$ cat config.mk
export PLATFORM = sky130hd
export DESIGN_NAME = klt_front
export DESIGN_NICKNAME = d
export VERILOG_FILES = /design/src/klt_pkg.sv /design/src/klt_front.sv
export SDC_FILE = /design/constraint.sdc
export NUM_CORES = 1
export LEC_CHECK = 0
export ABC_AREA = 1
export ABC_CLOCK_PERIOD_IN_PS = 13200
export BUFFER_PORTS_ARGS = -buffer_cell sky130_fd_sc_hd__buf_2
export CAP_MARGIN = 20
export CORE_ASPECT_RATIO = 1.75
export CORE_MARGIN = 2
export CORE_UTILIZATION = 28
export CTS_CLUSTER_DIAMETER = 60
export CTS_CLUSTER_SIZE = 12
export DETAILED_ROUTE_END_ITERATION = 7
export REMOVE_ABC_BUFFERS = 1
export SLEW_MARGIN = 20
export SYNTH_ARGS = -nofsm -noshare
export SYNTH_HDL_FRONTEND = slang
export SYNTH_SLANG_ARGS = --single-unit
$ cat constraint.sdc
create_clock -name clk_i -period 13.2 [get_ports clk_i]
set_clock_uncertainty 0.2 [all_clocks]
set_input_delay 2.64 -clock clk_i [delete_from_list [all_inputs] [get_ports clk_i]]
set_output_delay 2.64 -clock clk_i [all_outputs]
set_load 0.1 [all_outputs]
$ cat src/klt_pkg.sv
`timescale 1ns / 1ps
// ----------------------------------------------------------------------------
// klt_pkg
// shared types and constants of the keyed liveness timeout table
// ----------------------------------------------------------------------------
package klt_pkg;

  localparam int unsigned TableDepth = 32;
  localparam int unsigned IdxBits    = 5;
  localparam int unsigned TimeBits   = 40;
  localparam int unsigned KeyBits    = 32;
  localparam int unsigned QDepth     = 2;

  localparam logic [15:0] CheckIntervalRst   = 16'd7500;
  localparam logic [19:0] VehicleTimeoutRst  = 20'd15000;
  localparam logic [19:0] StationTimeoutRst  = 20'd50000;
  localparam logic [41:0] RefreshMargin      = 42'd1000;

  typedef enum logic [2:0] {
    ACT_TOUCH_V  = 3'd0,
    ACT_TOUCH_S  = 3'd1,
    ACT_REMOVE_V = 3'd2,
    ACT_REMOVE_S = 3'd3,
    ACT_CHECK    = 3'd4,
    ACT_CLEAR    = 3'd5
  } action_e;

  typedef enum logic [1:0] {
    REG_INTERVAL = 2'd0,
    REG_VTIMEOUT = 2'd1,
    REG_STIMEOUT = 2'd2,
    REG_WATCHDOG = 2'd3
  } reg_e;

  typedef enum logic [1:0] {
    EV_VEHICLE = 2'd0,
    EV_STATION = 2'd1,
    EV_DROPPED = 2'd2
  } event_e;

  typedef enum logic [1:0] {
    OP_TOUCH,
    OP_REMOVE,
    OP_SCAN,
    OP_CLEAR
  } op_e;

  typedef enum logic [1:0] {
    ST_IDLE,
    ST_SCAN,
    ST_EMIT
  } state_e;

  // classified request between front and back
  typedef struct packed {
    op_e                 op;
    logic                stn;
    logic [KeyBits-1:0]  key;
    logic [TimeBits-1:0] now;
  } cmd_t;

  typedef struct packed {
    logic [1:0]          ev;
    logic [KeyBits-1:0]  key;
    logic [TimeBits-1:0] age;
    logic                last;
  } res_t;

endpackage

$ cat src/klt_front.sv
`timescale 1ns / 1ps
// ----------------------------------------------------------------------------
// klt_front
// accepts requests, runs the check hold-off logic and queues table commands
// ----------------------------------------------------------------------------
module klt_front import klt_pkg::*; (
  input  logic                clk_i,
  input  logic                rst_ni,
  input  logic                in_valid_i,
  output logic                in_ready_o,
  input  logic [2:0]          action_i,
  input  logic [KeyBits-1:0]  key_i,
  input  logic [TimeBits-1:0] now_i,
  input  logic [15:0]         interval_i,
  output logic                cmd_valid_o,
  input  logic                cmd_ready_i,
  output cmd_t                cmd_o
);

  cmd_t             q_mem [QDepth];
  logic             wp_q, rp_q;
  logic [1:0]       cnt_q;
  logic [TimeBits-1:0] last_q;
  logic             hold_q;
  logic [TimeBits:0] until_q;

  logic       push, pop, fwd;
  cmd_t       cmd;
  logic [41:0] diff;
  logic [16:0] thr;
  logic        late, held;

  assign in_ready_o  = (cnt_q != 2'd2);
  assign cmd_valid_o = (cnt_q != 2'd0);
  assign cmd_o       = q_mem[rp_q];
  assign pop         = cmd_valid_o && cmd_ready_i;

  // signed difference now - last check
  assign diff = {2'b00, now_i} - {2'b00, last_q};
  assign thr  = {1'b0, interval_i} + {2'b00, interval_i[15:1]};
  assign late = !diff[41] && (diff > {25'd0, thr});
  assign held = hold_q && (until_q > {1'b0, now_i});

  always_comb begin
    cmd.op  = OP_CLEAR;
    cmd.stn = action_i[0];
    cmd.key = key_i;
    cmd.now = now_i;
    fwd     = 1'b0;
    case (action_i)
      ACT_TOUCH_V, ACT_TOUCH_S: begin
        cmd.op = OP_TOUCH;
        fwd    = 1'b1;
      end
      ACT_REMOVE_V, ACT_REMOVE_S: begin
        cmd.op = OP_REMOVE;
        fwd    = 1'b1;
      end
      ACT_CHECK: begin
        cmd.op = OP_SCAN;
        fwd    = !late && !held;
      end
      ACT_CLEAR: begin
        fwd = 1'b1;
      end
      default: fwd = 1'b0;
    endcase
  end

  assign push = in_valid_i && in_ready_o && fwd;

  always_ff @(posedge clk_i) begin
    if (push) begin
      q_mem[wp_q] <= cmd;
    end
  end

  always_ff @(posedge clk_i or negedge rst_ni) begin
    if (!rst_ni) begin
      wp_q    <= 1'b0;
      rp_q    <= 1'b0;
      cnt_q   <= 2'd0;
      last_q  <= '0;
      hold_q  <= 1'b0;
      until_q <= '0;
    end else begin
      if (push) wp_q <= ~wp_q;
      if (pop) rp_q <= ~rp_q;
      cnt_q <= cnt_q + {1'b0, push} - {1'b0, pop};
      if (in_valid_i && in_ready_o && action_i == ACT_CHECK) begin
        last_q <= now_i;
        if (late) begin
          hold_q  <= 1'b1;
          until_q <= {1'b0, now_i} + {23'd0, thr, 1'b0};
        end else if (!held) begin
          hold_q <= 1'b0;
        end
      end
    end
  end

  a_cnt_range: assert property (@(posedge clk_i) disable iff (!rst_ni)
    cnt_q != 2'd3) else $error("queue count overflow");
  a_no_push_full: assert property (@(posedge clk_i) disable iff (!rst_ni)
    cnt_q == 2'd2 |-> !push) else $error("push into full queue");
  a_late_holds: assert property (@(posedge clk_i) disable iff (!rst_ni)
    in_valid_i && in_ready_o && action_i == ACT_CHECK && late |=> hold_q)
    else $error("late check did not arm hold-off");

endmodule

==> insert_results.sql <==
INSERT INTO impl_metrics (metric_group, metric, value, unit) VALUES
('placement', 'port-buffer-count', '171', ''),
('clock_tree', 'cts_sinks', '236', ''),
('synthesis', 'synth_edf_count', '150', ''),
('route', 'number_of_vias_per_cell_after_detailed_routing', '4.69', ''),
('clock_tree', 'number_of_buffers_inserted_to_repair_setup_after_cts', '0', ''),
('global_route', 'wire_length_of_the_first_global_routing_pass', '73900', 'um'),
('clock_tree', 'clkLatencyLatePin', '550', 'ps'),
('synthesis', 'syn_avg_cell_area', '7.95', 'um^2'),
('floorplan', 'floorplan.rows', '113', ''),
('timing', 'grt_setup_unrepaired', 'no', ''),
('global_route', 'grt_use_total', '16.8', '%'),
('synthesis', 'ys_types', '47', ''),
('setup_path', 'crit_path_start_kind', 'primary input', ''),
('clock_tree', 'cts_tree', 'yes', ''),
('floorplan', 'start_util', '28.3', '%'),
('route', 'antenna_left', '0', ''),
('floorplan', 'die_ht', '314', 'um'),
('clock_tree', 'library_cell_used_as_clock_root_buffer', 'sky130_fd_sc_hd__clkbuf_16', ''),
('setup_path', 'critPathRequiredTime', '13160', 'ps'),
('finish', 'area_delta_synth_final', '15.4', '%'),
('placement', 'routabilityCongestion', '0.952', ''),
('clock_tree', 'cts-htree-levels', '1', ''),
('timing', 'fin_crit', '7390', 'ps'),
('timing', 'slew_at_the_pin_closest_to_its_max_slew_limit', '1070', 'ps'),
('synthesis', 'yosys_register_bits', '236', ''),
('synthesis', 'synth.yosys.seq_area_share', '43.3', '%'),
('setup_path', 'category_of_the_most_critical_setup_path', 'in -> reg', ''),
('setup_path', 'critical-path-top-cell-by-count', 'sky130_fd_sc_hd__nand2_1', ''),
('synthesis', 'post_synth_instance_area', '0.0154', 'mm^2'),
('global_route', 'grt_start_max_net_pins', '80', ''),
('route', 'vias', '13200', ''),
('setup_path', 'crit_path_top_delay_cell', 'sky130_fd_sc_hd__buf_4', ''),
('global_route', 'antenna_found_initial', '3', ''),
('setup_path', 'end_kind', 'flop', ''),
('hold_path', 'hold_path.class', 'reg -> reg', ''),
('placement', 'dp_hpwl', '38100', 'um'),
('timing', 'setup_tns', '0', 'ps'),
('power_and_ir_drop', 'power_per_cell_area', '253', 'mW/mm^2'),
('clock_tree', 'cts.reportedPaths.clkPinSlew', '60', 'ps'),
('route', 'drt_first_iter_violations', '595', ''),
('timing', 'timing.final.hold_violations', '0', ''),
('synthesis', 'synth.yosys.warnings', '0', ''),
('flow_run', 'drv_cap', '0', ''),
('floorplan', 'die_w', '181', 'um'),
('setup_path', 'cp_data_arrival_time', '7350', 'ps'),
('finish', 'fillCellCount', '5744', ''),
('setup_path', 'worstPathMaxFanout', '75', ''),
('route', 'wire_per_inst', '17.1', 'um'),
('setup_path', 'critPathMaxStageDelay', '790', 'ps'),
('timing', 'setup_viol', '0', ''),
('clock_tree', 'quantity_of_hold_fixing_buffers_added_after_cts', '0', ''),
('clock_tree', 'cts_buf_count', '25', ''),
('synthesis', 'main_flop_type_after_synthesis', 'sky130_fd_sc_hd__edfxtp_1', ''),
('run_status', 'run_status', 'finished clean', ''),
('clock_tree', 'cts-root-to-sink-buffers', '3', ''),
('timing', 'maxClockFrequency', '135', 'MHz'),
('power_and_ir_drop', 'post-layout-total-power', '4.50', 'mW'),
('finish', 'final_layout_size_suffix_gt1_share', '12.6', '%'),
('timing', 'finalWorstSetupSlack', '5810', 'ps'),
('timing', 'maxSlewHeadroom', '28.9', '%'),
('route', '1st_pass_router_iterations', '5', ''),
('setup_path', 'critical_path_buffer_and_inverter_count', '4', ''),
('global_route', 'grt_pass1_vias', '13600', ''),
('clock_tree', 'post_cts_resized', '0', ''),
('finish', 'finished_cell_area', '0.0178', 'mm^2'),
('synthesis', 'synthArstFlopShare', '36.4', '%'),
('route', 'route.final.wire_length', '48300', 'um'),
('route', 'remaining_drc_errors', '0', ''),
('setup_path', 'cell_family_with_most_cp_delay', 'simple AND/OR/NAND/NOR gates', ''),
('synthesis', 'syn_inst', '1935', ''),
('placement', 'dpl-instance-area', '0.0170', 'mm^2'),
('placement', 'detailedPlace.worstSlack', '5220', 'ps'),
('global_route', 'grt-ovfl-total', '0', ''),
('power_and_ir_drop', 'p_leak', '8.63', 'nW'),
('timing', 'period_share', '56.0', '%'),
('finish', 'design.final.nets', '2337', ''),
('power_and_ir_drop', 'peakVddDrop', '0.128', 'mV'),
('floorplan', 'num_io_pins', '172', ''),
('floorplan', 'coreArea', '0.0543', 'mm^2'),
('timing', 'report.final.slew_viol_count', '0', ''),
('floorplan', 'die-area', '0.0569', 'mm^2');
kinds of logic (layout without fill, tap and decap cells):
family / count (synthesis) / count (layout) / share of synthesized area [%]
AOI/OAI and AO/OA: 238 / 238 / 8.68
xor gates and xnor gates: 61 / 61 / 3.47
adders and majority gates: 136 / 136 / 11.2
buffers and inverters: 297 / 485 / 7.60
DFF: 236 / 236 / 43.3
other: 0 / 3 / 0
and+or+nand+nor: 967 / 967 / 25.8
layout make-up:
cell class	count	area (um^2)	share of cell area, %
diodes	3	7.51	0.0423
clock buffers	39	688	3.88
clock inverters	5	60.1	0.338
inverters	264	995	5.60
multi-input cells	1402	7570	42.7
flip-flops and latches	236	6660	37.5
well taps	690	863	4.86
repair buffers	177	907	5.11
worst min-delay path, stage by stage, from the launching register on:
cell and delay, ps:
sky130_fd_sc_hd__dfrtp_1 350, sky130_fd_sc_hd__nand2_1 50, sky130_fd_sc_hd__nand2_1 50
per-layer routing:
layer | GRT usage, % | part of all wire (%) | wire [um]
met2 | 33.1 | 54 | 26000
met5 | 0 | 0 | 0
met1 | 16.3 | 36 | 17200
met4 | 10.9 | 6.5 | 3120
met3 | 1.87 | 3.9 | 1890
sequential cells by signal (all words and copies together), names as in the netlist:
signal	count
q_mem	150
until_q	41
last_q	40
cnt_q	2
hold_q	1
rp_q	1
wp_q	1
where the power goes:
part / internal, mW / switching, mW
registers: 1.01 / 0.0723
clock network: 0.379 / 0.303
logic: 0.648 / 2.09
total: 2.03 / 2.46
Yosys cell counts, types with 3 or more instances:
cell type                  instances  area share, %
sky130_fd_sc_hd__a21o_1            4           0.20
sky130_fd_sc_hd__nand4_1          24           0.98
sky130_fd_sc_hd__nand2_2          21           0.85
sky130_fd_sc_hd__nand3_2           3           0.20
sky130_fd_sc_hd__nor3_1           25           0.81
sky130_fd_sc_hd__dfrtp_1          86             14
sky130_fd_sc_hd__xor2_1           46            2.6
sky130_fd_sc_hd__o211ai_1          4           0.20
sky130_fd_sc_hd__nor4_1            8           0.33
sky130_fd_sc_hd__nand2_1         687             17
sky130_fd_sc_hd__o21a_1            6           0.29
sky130_fd_sc_hd__nand3b_1          7           0.34
sky130_fd_sc_hd__inv_2             4          0.098
sky130_fd_sc_hd__inv_1           257            6.3
sky130_fd_sc_hd__fa_1              3           0.39
sky130_fd_sc_hd__o21bai_1         11           0.54
sky130_fd_sc_hd__ha_1            133             11
sky130_fd_sc_hd__o21ai_0          73            2.4
sky130_fd_sc_hd__clkbuf_1         23           0.56
sky130_fd_sc_hd__nor2_1          116            2.8
sky130_fd_sc_hd__a21boi_0          3           0.15
sky130_fd_sc_hd__o221ai_1          3           0.17
sky130_fd_sc_hd__a21oi_1          94            3.1
sky130_fd_sc_hd__o21ai_1          20           0.65
sky130_fd_sc_hd__nor2_2            9           0.37
sky130_fd_sc_hd__a31oi_1           3           0.12
sky130_fd_sc_hd__edfxtp_1        150             29
sky130_fd_sc_hd__o21ai_2          11           0.63
sky130_fd_sc_hd__xnor2_1          15           0.85
sky130_fd_sc_hd__buf_8             3           0.29
sky130_fd_sc_hd__nand3_1          59            1.9
metrics by stage:
step	cells	hold WS [ps]	utilization, %
after detailed placement	2769	267	31.3
final	2816	280	32.7
after CTS	2813	283	32.7
after global routing	2816	297	32.7
after floorplan	1902	242	-
after global placement	2769	257	31.3
layout by cell type, fill, tap and decap left out, types with 3 or more instances in the layout:
master                        n
sky130_fd_sc_hd__fa_1         3
sky130_fd_sc_hd__clkbuf_1    13
sky130_fd_sc_hd__nor2_1     115
sky130_fd_sc_hd__nor2_2       9
sky130_fd_sc_hd__nand3b_1     7
sky130_fd_sc_hd__ha_1       133
sky130_fd_sc_hd__clkinv_2     3
sky130_fd_sc_hd__nand2_2     21
sky130_fd_sc_hd__o21ai_1     20
sky130_fd_sc_hd__o21ai_0     73
sky130_fd_sc_hd__o221ai_1     3
sky130_fd_sc_hd__nand3_1     59
sky130_fd_sc_hd__nand3_2      3
sky130_fd_sc_hd__nor4_1       7
sky130_fd_sc_hd__buf_2      170
sky130_fd_sc_hd__a21o_1       4
sky130_fd_sc_hd__edfxtp_1   150
sky130_fd_sc_hd__o21a_1       6
sky130_fd_sc_hd__o21ai_2     11
sky130_fd_sc_hd__clkbuf_16   25
sky130_fd_sc_hd__nor3_1      25
sky130_fd_sc_hd__a31oi_1      3
sky130_fd_sc_hd__o21bai_1    11
sky130_fd_sc_hd__dfrtp_1     85
sky130_fd_sc_hd__buf_4        6
sky130_fd_sc_hd__nand4_1     24
sky130_fd_sc_hd__diode_2      3
sky130_fd_sc_hd__xor2_1      46
sky130_fd_sc_hd__inv_1      255
sky130_fd_sc_hd__a21oi_1     94
sky130_fd_sc_hd__xnor2_1     15
sky130_fd_sc_hd__nand2_1    687
sky130_fd_sc_hd__o211ai_1     4
sky130_fd_sc_hd__inv_2        5
sky130_fd_sc_hd__a21boi_0     3
final timing paths:
kind / slack [ps] / cells past startpoint / start / end
max in group asynchronous: 9730 / 2 / rst_ni / last_q[3]
worst max-delay path: 5810 / 30 / interval_i[1] / q_mem[1][26]
worst min register to register: 280 / 2 / until_q[28] / until_q[28]
worst min-delay path: 280 / 2 / until_q[28] / until_q[28]
worst max register to register: 8150 / 26 / last_q[0] / q_mem[1][26]
min in group asynchronous: 1810 / 1 / rst_ni / until_q[31]
Note: power is estimated with default switching activity, not from simulation.
